[src/design/lhp_pkg.sv]
// ----------------------------------------------------------------------------
// lhp_pkg
// Shared types, widths and constants for the latency histogram monitor.
// ----------------------------------------------------------------------------
package lhp_pkg;

	localparam int VAL_W       = 64;
	localparam int PCT_W       = 7;
	localparam int BIN_W       = 4;
	localparam int CNT_W       = 32;
	localparam int TOTAL_W     = 48;
	localparam int BIN_COUNT   = 16;
	localparam int LIMIT_COUNT = 15;
	localparam int CUM_W       = CNT_W + BIN_W;
	localparam int QUO_W       = 26;
	localparam int PROD_W      = CNT_W + QUO_W;
	localparam int RANK_W      = CNT_W + 1;
	localparam int RP_W        = 14;
	localparam int CEIL_PROD_W = 27;

	localparam logic [TOTAL_W-1:0] TOTAL_MAX = '1;
	localparam logic [PCT_W-1:0]   PCT_MAX   = 7'd100;
	// floor(2^32 / 100): quotient estimate that is low by at most one
	localparam logic [QUO_W-1:0]   RECIP_100 = 26'd42949672;
	// ceil(2^19 / 100): exact floor(x / 100) for x below 2^14
	localparam logic [12:0]        RECIP_CEIL = 13'd5243;

	typedef struct packed {
		logic               is_query;
		logic [VAL_W-1:0]   value;
		logic [PCT_W-1:0]   pct;
		logic [BIN_W-1:0]   bin;
	} entry_t;

	typedef struct packed {
		logic               is_query;
		logic [BIN_W-1:0]   bin_index;
		logic [VAL_W-1:0]   bound_us;
		logic [CNT_W-1:0]   sample_count;
		logic [TOTAL_W-1:0] total_us;
		logic [VAL_W-1:0]   max_us;
	} result_t;

	typedef enum logic [2:0] {
		ST_IDLE,
		ST_DIV,
		ST_FIX,
		ST_RANK,
		ST_WALK,
		ST_DONE
	} back_state_t;

	function automatic logic [VAL_W-1:0] bin_limit(input logic [BIN_W-1:0] idx);
		logic [VAL_W-1:0] lim;
		case (idx)
			4'd0:    lim = 64'd100;
			4'd1:    lim = 64'd250;
			4'd2:    lim = 64'd500;
			4'd3:    lim = 64'd1000;
			4'd4:    lim = 64'd2000;
			4'd5:    lim = 64'd4000;
			4'd6:    lim = 64'd8000;
			4'd7:    lim = 64'd16000;
			4'd8:    lim = 64'd32000;
			4'd9:    lim = 64'd64000;
			4'd10:   lim = 64'd128000;
			4'd11:   lim = 64'd256000;
			4'd12:   lim = 64'd512000;
			4'd13:   lim = 64'd1000000;
			4'd14:   lim = 64'd2000000;
			default: lim = '1;
		endcase
		return lim;
	endfunction

endpackage

[src/design/latency_histogram_percentile.sv]
// ----------------------------------------------------------------------------
// latency_histogram_percentile
// Latency histogram monitor with percentile queries over 16 fixed bins.
// ----------------------------------------------------------------------------
// Usage:
//   s_axis carries requests: tuser is req_type (0 record, 1 query), tdata holds
//   the duration and the percentile. m_axis returns one result per request.
//   Records are binned at the input, queued (two entries) and applied by the
//   execution unit; a record's result passes through the queue and the output
//   register to m_axis, and records sustain one per cycle while m_axis does
//   not stall and no query is in progress. A query computes its rank (divide
//   by 100 by reciprocal, correction, multiply, ceiling), walks the bin counters
//   one bin a cycle through a single counter read port and then loads the
//   output register once it is free. A query on an empty histogram is answered
//   straight from idle, without the rank and walk steps.
//   Reset clears all counters, the total and the maximum at once.
//   When m_axis stalls, the output register holds its result, the execution
//   unit waits, and the queue fills before s_axis_tready drops.
// ----------------------------------------------------------------------------
module latency_histogram_percentile import lhp_pkg::*; (
	input  logic         clk,
	input  logic         arst_n,
	input  logic         s_axis_tvalid,
	output logic         s_axis_tready,
	input  logic [71:0]  s_axis_tdata,  // value_us[63:0], percentile[70:64]
	input  logic         s_axis_tuser,  // req_type
	output logic         m_axis_tvalid,
	input  logic         m_axis_tready,
	output logic [215:0] m_axis_tdata,  // bin_index[3:0], bound_us[67:4],
	                                    // sample_count[99:68], total_us[147:100],
	                                    // max_us[211:148]
	output logic         m_axis_tuser   // is_query
);

	entry_t  push_entry;
	entry_t  head;
	logic    push;
	logic    pop;
	logic    empty;
	logic    full;
	logic    emit;
	logic    slot_free;
	result_t result;
	result_t out_q;
	logic    out_valid_q;

	lhp_front u_front (
		.s_axis_tvalid (s_axis_tvalid),
		.s_axis_tready (s_axis_tready),
		.s_axis_tdata  (s_axis_tdata),
		.s_axis_tuser  (s_axis_tuser),
		.queue_full    (full),
		.push          (push),
		.entry         (push_entry)
	);

	lhp_queue u_queue (
		.clk        (clk),
		.arst_n     (arst_n),
		.push       (push),
		.push_entry (push_entry),
		.pop        (pop),
		.head       (head),
		.empty      (empty),
		.full       (full)
	);

	lhp_back u_back (
		.clk       (clk),
		.arst_n    (arst_n),
		.head      (head),
		.empty     (empty),
		.slot_free (slot_free),
		.pop       (pop),
		.emit      (emit),
		.result    (result)
	);

	assign slot_free = !out_valid_q || m_axis_tready;

	always_ff @(posedge clk or negedge arst_n) begin
		if (!arst_n) begin
			out_valid_q <= 1'b0;
		end else if (slot_free) begin
			out_valid_q <= emit;
		end
	end

	always_ff @(posedge clk) begin
		if (slot_free && emit) begin
			out_q <= result;
		end
	end

	assign m_axis_tvalid = out_valid_q;
	assign m_axis_tuser  = out_q.is_query;
	assign m_axis_tdata  = {4'b0, out_q.max_us, out_q.total_us, out_q.sample_count,
		out_q.bound_us, out_q.bin_index};

endmodule

[src/design/lhp_front.sv]
// ----------------------------------------------------------------------------
// lhp_front
// Accepts requests, picks the bin of a record and clamps the percentile.
// ----------------------------------------------------------------------------
module lhp_front import lhp_pkg::*; (
	input  logic                   s_axis_tvalid,
	output logic                   s_axis_tready,
	input  logic [71:0]            s_axis_tdata,  // value_us[63:0], percentile[70:64]
	input  logic                   s_axis_tuser,  // req_type
	input  logic                   queue_full,
	output logic                   push,
	output entry_t                 entry
);

	logic [VAL_W-1:0] value;
	logic [PCT_W-1:0] pct_raw;
	logic [BIN_W-1:0] bin;

	assign value   = s_axis_tdata[VAL_W-1:0];
	assign pct_raw = s_axis_tdata[VAL_W+PCT_W-1:VAL_W];

	// first limit that holds the value wins; above all limits goes to the last bin
	always_comb begin
		bin = BIN_W'(BIN_COUNT - 1);
		for (int i = LIMIT_COUNT - 1; i >= 0; i--) begin
			if (value <= bin_limit(BIN_W'(i))) begin
				bin = BIN_W'(i);
			end
		end
	end

	assign s_axis_tready  = !queue_full;
	assign push           = s_axis_tvalid && !queue_full;
	assign entry.is_query = s_axis_tuser;
	assign entry.value    = value;
	assign entry.pct      = (pct_raw > PCT_MAX) ? PCT_MAX : pct_raw;
	assign entry.bin      = bin;

endmodule

[src/design/lhp_queue.sv]
// ----------------------------------------------------------------------------
// lhp_queue
// Two-entry queue between the classifier and the execution unit.
// ----------------------------------------------------------------------------
module lhp_queue import lhp_pkg::*; (
	input  logic   clk,
	input  logic   arst_n,
	input  logic   push,
	input  entry_t push_entry,
	input  logic   pop,
	output entry_t head,
	output logic   empty,
	output logic   full
);

	entry_t     slot_q [2];
	logic       wr_ptr_q;
	logic       rd_ptr_q;
	logic [1:0] count_q;

	assign empty = (count_q == 2'd0);
	assign full  = (count_q == 2'd2);
	assign head  = slot_q[rd_ptr_q];

	always_ff @(posedge clk or negedge arst_n) begin
		if (!arst_n) begin
			wr_ptr_q <= 1'b0;
			rd_ptr_q <= 1'b0;
			count_q  <= 2'd0;
		end else begin
			if (push) begin
				wr_ptr_q <= !wr_ptr_q;
			end
			if (pop) begin
				rd_ptr_q <= !rd_ptr_q;
			end
			if (push && !pop) begin
				count_q <= count_q + 2'd1;
			end else if (pop && !push) begin
				count_q <= count_q - 2'd1;
			end
		end
	end

	always_ff @(posedge clk) begin
		if (push) begin
			slot_q[wr_ptr_q] <= push_entry;
		end
	end

endmodule

[src/design/lhp_back.sv]
// ----------------------------------------------------------------------------
// lhp_back
// Execution unit: updates the histogram on records, walks the bins on queries.
// ----------------------------------------------------------------------------
module lhp_back import lhp_pkg::*; (
	input  logic    clk,
	input  logic    arst_n,
	input  entry_t  head,
	input  logic    empty,
	input  logic    slot_free,
	output logic    pop,
	output logic    emit,
	output result_t result
);

	back_state_t state_q, state_nxt;

	logic [CNT_W-1:0]   bin_cnt_q [BIN_COUNT];
	logic [CNT_W-1:0]   samples_q;
	logic [TOTAL_W-1:0] total_q;
	logic [VAL_W-1:0]   max_q;

	logic [PROD_W-1:0]  prod_q;
	logic [PCT_W-1:0]   pct_q;
	logic [QUO_W-1:0]   quo_q;
	logic [7:0]         rem_q;
	logic [RANK_W-1:0]  qp_q;
	logic [RP_W-1:0]    rp_q;
	logic [RANK_W-1:0]  rank_q;
	logic [CUM_W-1:0]   cum_q;
	logic [BIN_W-1:0]   walk_idx_q;
	logic [VAL_W-1:0]   bound_q;

	logic               rec_go;
	logic               qry_go;
	logic               qry_empty;
	logic [BIN_W-1:0]   rd_idx;
	logic [CNT_W-1:0]   rd_cnt;
	logic [CNT_W-1:0]   cnt_inc;
	logic [CNT_W-1:0]   smp_inc;
	logic [VAL_W:0]     sum_wide;
	logic [TOTAL_W-1:0] total_nxt;
	logic [VAL_W-1:0]   max_nxt;
	logic [CUM_W-1:0]   cum_nxt;
	logic               hit;

	logic [QUO_W-1:0]   quo_est;
	logic [RANK_W-1:0]  rem_wide;
	logic               rem_over;
	logic [QUO_W-1:0]   quo_fix;
	logic [PCT_W-1:0]   rem_fix;
	logic [RP_W-1:0]    ceil_arg;
	logic [CEIL_PROD_W-1:0] ceil_prod;
	logic [RANK_W-1:0]  rank_raw;

	assign qry_empty = (samples_q == '0);
	assign rec_go    = (state_q == ST_IDLE) && !empty && slot_free && !head.is_query;
	assign qry_go    = (state_q == ST_IDLE) && !empty && slot_free && head.is_query;

	// one read port: the walk index while walking, else the record's bin
	assign rd_idx  = (state_q == ST_WALK) ? walk_idx_q : head.bin;
	assign rd_cnt  = bin_cnt_q[rd_idx];
	assign cnt_inc = (rd_cnt == '1) ? rd_cnt : rd_cnt + 1'b1;
	assign smp_inc = (samples_q == '1) ? samples_q : samples_q + 1'b1;

	assign sum_wide  = {{(VAL_W + 1 - TOTAL_W){1'b0}}, total_q} + {1'b0, head.value};
	assign total_nxt = (sum_wide >= {{(VAL_W + 1 - TOTAL_W){1'b0}}, TOTAL_MAX}) ?
		TOTAL_MAX : sum_wide[TOTAL_W-1:0];
	assign max_nxt   = (head.value > max_q) ? head.value : max_q;

	assign cum_nxt = cum_q + CUM_W'(rd_cnt);
	assign hit     = (cum_nxt >= CUM_W'(rank_q)) || (walk_idx_q == BIN_W'(BIN_COUNT - 1));

	// n / 100: estimate, remainder, one correction step
	assign quo_est   = prod_q[PROD_W-1:CNT_W];
	assign rem_wide  = {1'b0, samples_q} - RANK_W'(RANK_W'(quo_est) * RANK_W'(100));
	assign rem_over  = (rem_q >= 8'd100);
	assign quo_fix   = rem_over ? quo_q + 1'b1 : quo_q;
	assign rem_fix   = rem_over ? PCT_W'(rem_q - 8'd100) : PCT_W'(rem_q);
	assign ceil_arg  = rp_q + RP_W'(99);
	assign ceil_prod = CEIL_PROD_W'(ceil_arg) * CEIL_PROD_W'(RECIP_CEIL);
	assign rank_raw  = qp_q + RANK_W'(ceil_prod[CEIL_PROD_W-1:19]);

	always_comb begin
		state_nxt = state_q;
		case (state_q)
			ST_IDLE: begin
				if (qry_go && !qry_empty) begin
					state_nxt = ST_DIV;
				end
			end
			ST_DIV:  state_nxt = ST_FIX;
			ST_FIX:  state_nxt = ST_RANK;
			ST_RANK: state_nxt = ST_WALK;
			ST_WALK: begin
				if (hit) begin
					state_nxt = ST_DONE;
				end
			end
			ST_DONE: begin
				if (slot_free) begin
					state_nxt = ST_IDLE;
				end
			end
			default: state_nxt = ST_IDLE;
		endcase
	end

	always_comb begin
		pop  = rec_go || qry_go;
		emit = rec_go || (qry_go && qry_empty) || ((state_q == ST_DONE) && slot_free);
		if (rec_go) begin
			result.is_query     = 1'b0;
			result.bin_index    = head.bin;
			result.bound_us     = '0;
			result.sample_count = smp_inc;
			result.total_us     = total_nxt;
			result.max_us       = max_nxt;
		end else begin
			result.is_query     = 1'b1;
			result.bin_index    = '0;
			result.bound_us     = (state_q == ST_DONE) ? bound_q : '0;
			result.sample_count = samples_q;
			result.total_us     = total_q;
			result.max_us       = max_q;
		end
	end

	always_ff @(posedge clk or negedge arst_n) begin
		if (!arst_n) begin
			state_q   <= ST_IDLE;
			samples_q <= '0;
			total_q   <= '0;
			max_q     <= '0;
			for (int i = 0; i < BIN_COUNT; i++) begin
				bin_cnt_q[i] <= '0;
			end
		end else begin
			state_q <= state_nxt;
			if (rec_go) begin
				bin_cnt_q[head.bin] <= cnt_inc;
				samples_q           <= smp_inc;
				total_q             <= total_nxt;
				max_q               <= max_nxt;
			end
		end
	end

	always_ff @(posedge clk) begin
		if (qry_go) begin
			prod_q <= PROD_W'(samples_q) * PROD_W'(RECIP_100);
			pct_q  <= head.pct;
		end
		if (state_q == ST_DIV) begin
			quo_q <= quo_est;
			rem_q <= rem_wide[7:0];
		end
		if (state_q == ST_FIX) begin
			qp_q <= RANK_W'(quo_fix) * RANK_W'(pct_q);
			rp_q <= RP_W'(rem_fix) * RP_W'(pct_q);
		end
		if (state_q == ST_RANK) begin
			rank_q     <= (rank_raw == '0) ? RANK_W'(1) : rank_raw;
			cum_q      <= '0;
			walk_idx_q <= '0;
		end
		if (state_q == ST_WALK) begin
			cum_q <= cum_nxt;
			if (hit) begin
				bound_q <= (walk_idx_q == BIN_W'(LIMIT_COUNT)) ? max_q : bin_limit(walk_idx_q);
			end else begin
				walk_idx_q <= walk_idx_q + 1'b1;
			end
		end
	end

	// histogram state only moves on a record taken in idle
	a_stats_hold: assert property (@(posedge clk) disable iff (!arst_n)
		(state_q != ST_IDLE) |=> ($stable(samples_q) && $stable(max_q) && $stable(total_q)))
		else $error("histogram state changed during a query");

	a_emit_state: assert property (@(posedge clk) disable iff (!arst_n)
		emit |-> ((state_q == ST_IDLE) || (state_q == ST_DONE)))
		else $error("result emitted mid-computation");

	a_max_grows: assert property (@(posedge clk) disable iff (!arst_n)
		rec_go |=> ((max_q >= $past(max_q)) && (samples_q >= $past(samples_q))))
		else $error("record lowered max or sample count");

endmodule
[config.mk]
export PLATFORM = sky130hd
export DESIGN_NAME = latency_histogram_percentile
export DESIGN_NICKNAME = d
export VERILOG_FILES = /design/src/design/lhp_pkg.sv /design/src/design/latency_histogram_percentile.sv /design/src/design/lhp_front.sv /design/src/design/lhp_queue.sv /design/src/design/lhp_back.sv
export SDC_FILE = /design/constraint.sdc
export NUM_CORES = 2
export LEC_CHECK = 0
export BUFFER_PORTS_ARGS = -buffer_cell sky130_fd_sc_hd__buf_2
export CAP_MARGIN = 0
export CELL_PAD_IN_SITES_DETAIL_PLACEMENT = 0
export CELL_PAD_IN_SITES_GLOBAL_PLACEMENT = 2
export CORE_AREA = 2 2 306 611
export DETAILED_ROUTE_END_ITERATION = 8
export DIE_AREA = 0 0 308 613
export PLACE_DENSITY = 0.95
export SKIP_CTS_REPAIR_TIMING = 1
export SYNTH_ARGS = -nofsm -noshare
export SYNTH_HDL_FRONTEND = slang
export SYNTH_HIERARCHICAL = 1
export SYNTH_SLANG_ARGS = --single-unit
[constraint.sdc]
create_clock -name clk -period 25.7 [get_ports clk]
set_input_delay 5.14 -clock clk [delete_from_list [all_inputs] [get_ports clk]]
set_output_delay 5.14 -clock clk [all_outputs]
set_load 0.01 [all_outputs]
# Word-level counts from Yosys, hierarchy flattened
# Memories as Yosys holds them, arrays and structs flattened. A register that Yosys moved wholly into a read port is not among the register bits.
# Index checks and enable logic that the tools add are counted.
# totals
reg_bits,1157
latchBits,0
ramBits,152
romBits,1024
in_bits,77
out_inout_bits,219
elab_cells,177
mem_count,2
# mem_list
memory,words,word_bits,read_ports,rd_clocked_by_memory_dff,wr,line,source
(no name shown),16,64,1,1,0,lhp_pkg.sv:55,case (idx)
u_queue.slot_q,2,76,1,0,1,lhp_queue.sv:16,entry_t slot_q [2];
# op_classes
add_sub_neg,12
mul,5
div_mod_pow,0
order_cmp,23
n_eq_ne,12
shifts,0
muxes,45
n_bitwise,3
reduce_logical,35
# op_table
operator,n
$bwmux 512,1
$mux 213,1
$mux 64,3
$mux 32,5
$bmux 32 s4,1
$demux 32 s4,1
$mux 36,2
$add 48x64->65,1
$ge 65x48->1 const B,1
$add 32x1->32 const B,2
$eq 32x32->1 const B,2
$gt 64x64->1,1
$le 64x10->1 const B,1
$le 64x11->1 const B,1
$le 64x12->1 const B,1
$le 64x13->1 const B,1
$le 64x14->1 const B,1
$le 64x15->1 const B,1
$le 64x16->1 const B,1
$le 64x17->1 const B,1
$le 64x18->1 const B,1
$le 64x19->1 const B,1
$le 64x20->1 const B,1
$le 64x21->1 const B,1
50 further kinds,102

# Depth between registers and ports, before layout
# logic_depth
depth_word,16
ltp_mapped,47

# Cells and area by module
# Netlist, hierarchy kept.
# by_module_without_submodules
mod,instances,cells_each,area_each_um2
lhp_back,1,7123,70687.8
latency_histogram_percentile,1,222,6483.7
lhp_queue,1,253,5806.8
lhp_front,1,208,1452.6

# Worst setup path after synthesis
# OpenSTA, ideal clock, no wires.
# synth_timing
kind,register -> register
start,register u_queue.rd_ptr_q
end,"register u_back.bound_q[0], enable pin"
arrival_time_ns,9.195
required_ns,25.213
setup_slack_ns,16.018
path_stages_with_launch,39
path_cell_list,dfrtp_1 -> buf_6 -> buf_2 -> mux2_2 -> clkbuf_1 -> a21o_1 -> buf_6 -> buf_6 -> buf_6 -> buf_6 -> buf_2 -> buf_2 -> nand2_1 -> nand3_1 -> a31oi_1 -> mux2i_1 -> ha_1 -> fa_1 -> (+3 left out) -> o21ai_0 -> o211ai_1 -> a21o_1 -> a21o_1 -> and3_1 -> a31oi_1 -> xnor2_1 -> ha_1 -> and3_1 -> nand3_1 -> or2_2 -> nor2_1 -> nand2_1 -> nand4b_1 -> a31o_2 -> a2111oi_2 -> o21a_1 -> nor2_1
# synth_rtl
element,line,source
"start, declared",lhp_queue.sv:18,logic rd_ptr_q;
"start signal, assigned",lhp_queue.sv:35,rd_ptr_q <= !rd_ptr_q;
"end signal, assigned",lhp_back.sv:170,bound_q <= (walk_idx_q == BIN_W'(LIMIT_COUNT)) ? max_q : bin_limit(walk_idx_q);
"end, declared",lhp_back.sv:32,logic [VAL_W-1:0] bound_q;

==> summary.md <==
| Metric | Value |
|---|---|
| Status | `finished, final reports clean` |
| Worst hold endpoint | `u_back/quo_q[24]` |
| Slew Limit Fails | `0` |
| Starting Density | `0.458` |
| Die W | `slightly above 300 µm` |
| Drc violations | `0` |
| Register area | `between 30000 and 40000 µm²` |
| Min-delay src | `u_back/prod_q[56]` |
| Cell with the most instances after synthesis | `nand2_1` |
| Syn. warnings | `6` |
| RSZ-0062 raised after global routing | `false` |
| Routed WL | `between 200 and 250 mm` |
| Total grt overflow | `0` |
| Clock skew | `around 51 ps` |
| Finish-stage setup viols | `0` |
| Vias in the first global route | `a little over 60k` |
| IO Count | `just under 300` |
| Final hold violation count | `0` |
| Initial antenna violation count | `28` |
| Top delay family on crit path | `compound AO/OA/AOI/OAI gates` |
| WL/cell | `about 22 µm` |
| Register area share after synthesis | `0.420` |
| Netlist cell types | `around 120` |
| Worst relative slew slack | `0.130` |
| Synthesized area | `between 80000 and 90000 µm²` |
| CP max FO | `52` |
| Syn Area/Cell | `approximately 11 µm²` |
| NumNets Final | `roughly 9.2k` |
| Worst slew pin tran | `about 1300 ps` |
| Asr flop ratio synth | `0.510` |
| Share of layout cells above drive strength 1 | `0.111` |
| Detail Placement HPWL | `between 150 and 200 mm` |
| Aggregate global-route resource usage | `0.248` |
| Fill cells | `about 17k` |
| Req. time, crit path | `26360 ps` |
| CTS Root Cell | `clkbuf_16` |
| P&R area growth vs syn | `8.72%` |
| Worst reg-to-reg path cell count | `38` |
| Crit path max-delay cell type | `dfrtp_4` |
| EDFF count, synth | `612` |
| Drt first pass iters | `5` |
| Largest area contributor in the netlist | `edfxtp_1` |
| Row count | `between 200 and 250` |
| Startpoint types | `register` |
| Initial DRC count | `between 3k and 4k` |
| Area of the die | `~190000 µm²` |
| Via density | `5.63` |
| Final ANT Viol Nets | `0` |
| TNS Setup | `0 ps` |
| Global-route wire length before repair | `357 mm` |
| Ranking of synthesized cells by area | `edfxtp_1 (22%), dfrtp_1 (20%), fa_1 (11%), ha_1 (11%), nand2_1 (5.0%)` |
| R2R Setup Slk | `approximately 14000 ps` |
| Max Freq | `87.6 MHz` |
| Placer Congestion | `0.928` |
| Mapped Cells | `just under 8k` |
| IO Port Bufs | `290` |
| CP Capture Type | `register` |
| Clk Latency, worst-skew pair | `760 ps` |
| Hold path cells | `0` |
| Largest net degree at the start of global routing | `around 170` |
| R2R Path Start | `u_queue/rd_ptr_q` |
| CTS Buf Count | `~120` |
| Delay of the slowest critical-path stage | `900 ps` |
| Max Cap Viol | `0` |
| Via count | `~60k` |
| Final period util | `0.444` |
| Critical path class | `reg2reg` |
| Min cycle time layout | `approximately 11000 ps` |
| Clock Path Buffers | `3` |
| Final core area utilization | `0.498` |
| Clk slew on worst S/H paths | `roughly 70 ps` |
| Clock Sinks | `~1.3k` |
| Synthesized flop and latch total | `between 1k and 1.5k` |
| Core ar. | `roughly 180000 µm²` |
| Chip Height | `roughly 600 µm` |
| Synth Flop Type | `dfrtp_1` |
| Arrival time of the worst setup path | `between 10000 and 15000 ps` |
| Yosys top cell area share | `0.218` |
| TritonCTS clock tree | `built` |
| Buf+Inv Stages, Crit Path | `5` |
| Hold Path Class | `reg2reg` |
| H-tree depth | `3` |
| Multi-input combinational cell area | `44200 µm²` |
| Synth top cells by count | `nand2_1 (1127), inv_1 (723), ha_1 (721)` |
==> cell type report <==
| class | instances | share of cell area |
|---|---|---|
| repair buffers | 372 | 0.0230 |
| flip-flops and latches | 1301 | 0.387 |
| clock buffers | 148 | 0.0350 |
| well taps | 2362 | 0.0322 |
| inverters | 724 | 0.0296 |
| clock inverters | 73 | 0.0115 |
| multi-input cells | 5363 | 0.482 |
| diodes | 9 | 0.000245 |
==> flip-flops by register name, summed over array words and instances (netlist names), 33 cells and up, named ones only <==
| signal | count |
|---|---|
| u_back/bin_cnt_q | 512 |
| m_axis_tdata | 212 |
| u_queue/slot_q | 152 |
| u_back/bound_q | 64 |
| u_back/max_q | 64 |
| u_back/total_q | 48 |
| u_back/cum_q | 36 |
| u_back/qp_q | 33 |
| u_back/rank_q | 33 |
==> routing by layer <==
metal	GRT usage	routed length [µm]	up-vias
met2	0.463	124000	1552
li1	-	-	27023
met1	0.271	83900	29156
met4	0.115	11900	22
met3	0.0404	12600	513
met5	0	146	-
==> worst max path at each step <==
| stage | from | endpoint | slack (ps) | cells past startpoint |
|---|---|---|---|---|
| after floorplan | u_queue/rd_ptr_q | u_back/bound_q[0] | 16020 | 38 |
| after global placement | u_queue/rd_ptr_q | register | 14510 | 38 |
| after detailed placement | u_queue/rd_ptr_q | register | 14460 | 38 |
| after CTS | u_queue/rd_ptr_q | register | 14360 | 38 |
| final | u_queue/rd_ptr_q | register | 14290 | 38 |
| after global routing | u_queue/rd_ptr_q | register | 13670 | 38 |
==> cells by family (layout without fill, tap and decap cells) <==
group / after synthesis / count (layout) / synth area share
adders and majority gates: 1198 / 1198 / 0.220
AOI/OAI and AO/OA: 1416 / 1416 / 0.106
buffers and inverters: 1145 / 1317 / 0.0581
and+or+nand+nor: 2137 / 2137 / 0.119
muxes: 301 / 301 / 0.0421
DFF: 1301 / 1301 / 0.420
xor gates and xnor gates: 307 / 307 / 0.0341
other: 1 / 13 / 0.0000444
==> worst register-to-register path, delay by kind of cell (launching register included) <==
kind / cells / cell delay (ps)
AND/OR/NAND/NOR: 7 / 1440
buffers and inverters: 5 / 1730
XOR/XNOR: 1 / 230
adder cells (fa/ha/maj): 3 / 970
multiplexers: 5 / 1440
AO/OA/AOI/OAI: 17 / 4650
flip-flops: 1 / 900
==> layout by cell type (no fill, tap or decap), drive strengths merged, types with 24 or more instances in the layout <==
cell	count
nor3	63
dfrtp	664
o21a	30
a21o	171
a21oi	200
nor2	193
and2	166
bufinv	24
a211oi	84
mux2	172
nand3	198
ha	721
nor2b	59
o21bai	33
buf	372
dfxtp	25
o21ai	612
o31ai	34
and3	73
mux2i	113
clkbuf	148
xor2	92
nor4	38
edfxtp	612
nand4	83
nand2b	36
fa	476
xnor2	215
nand2	1127
inv	731
o22a	32
a31oi	25
a311oi	70
clkinv	34
==> stage by stage <==
step	hold WS (ps)	instances	area [µm²]	setup WS, ps
detailed placement	410	10122	87500	14460
CTS	429	10343	91800	14360
global placement	412	10122	87500	14510
floorplan	400	7809	84400	16020
finish	428	10352	91800	14290
global route	426	10346	91800	13670
Power is not shown: default switching activity piles up to over one toggle a cycle in this logic, so the estimate is an artifact.
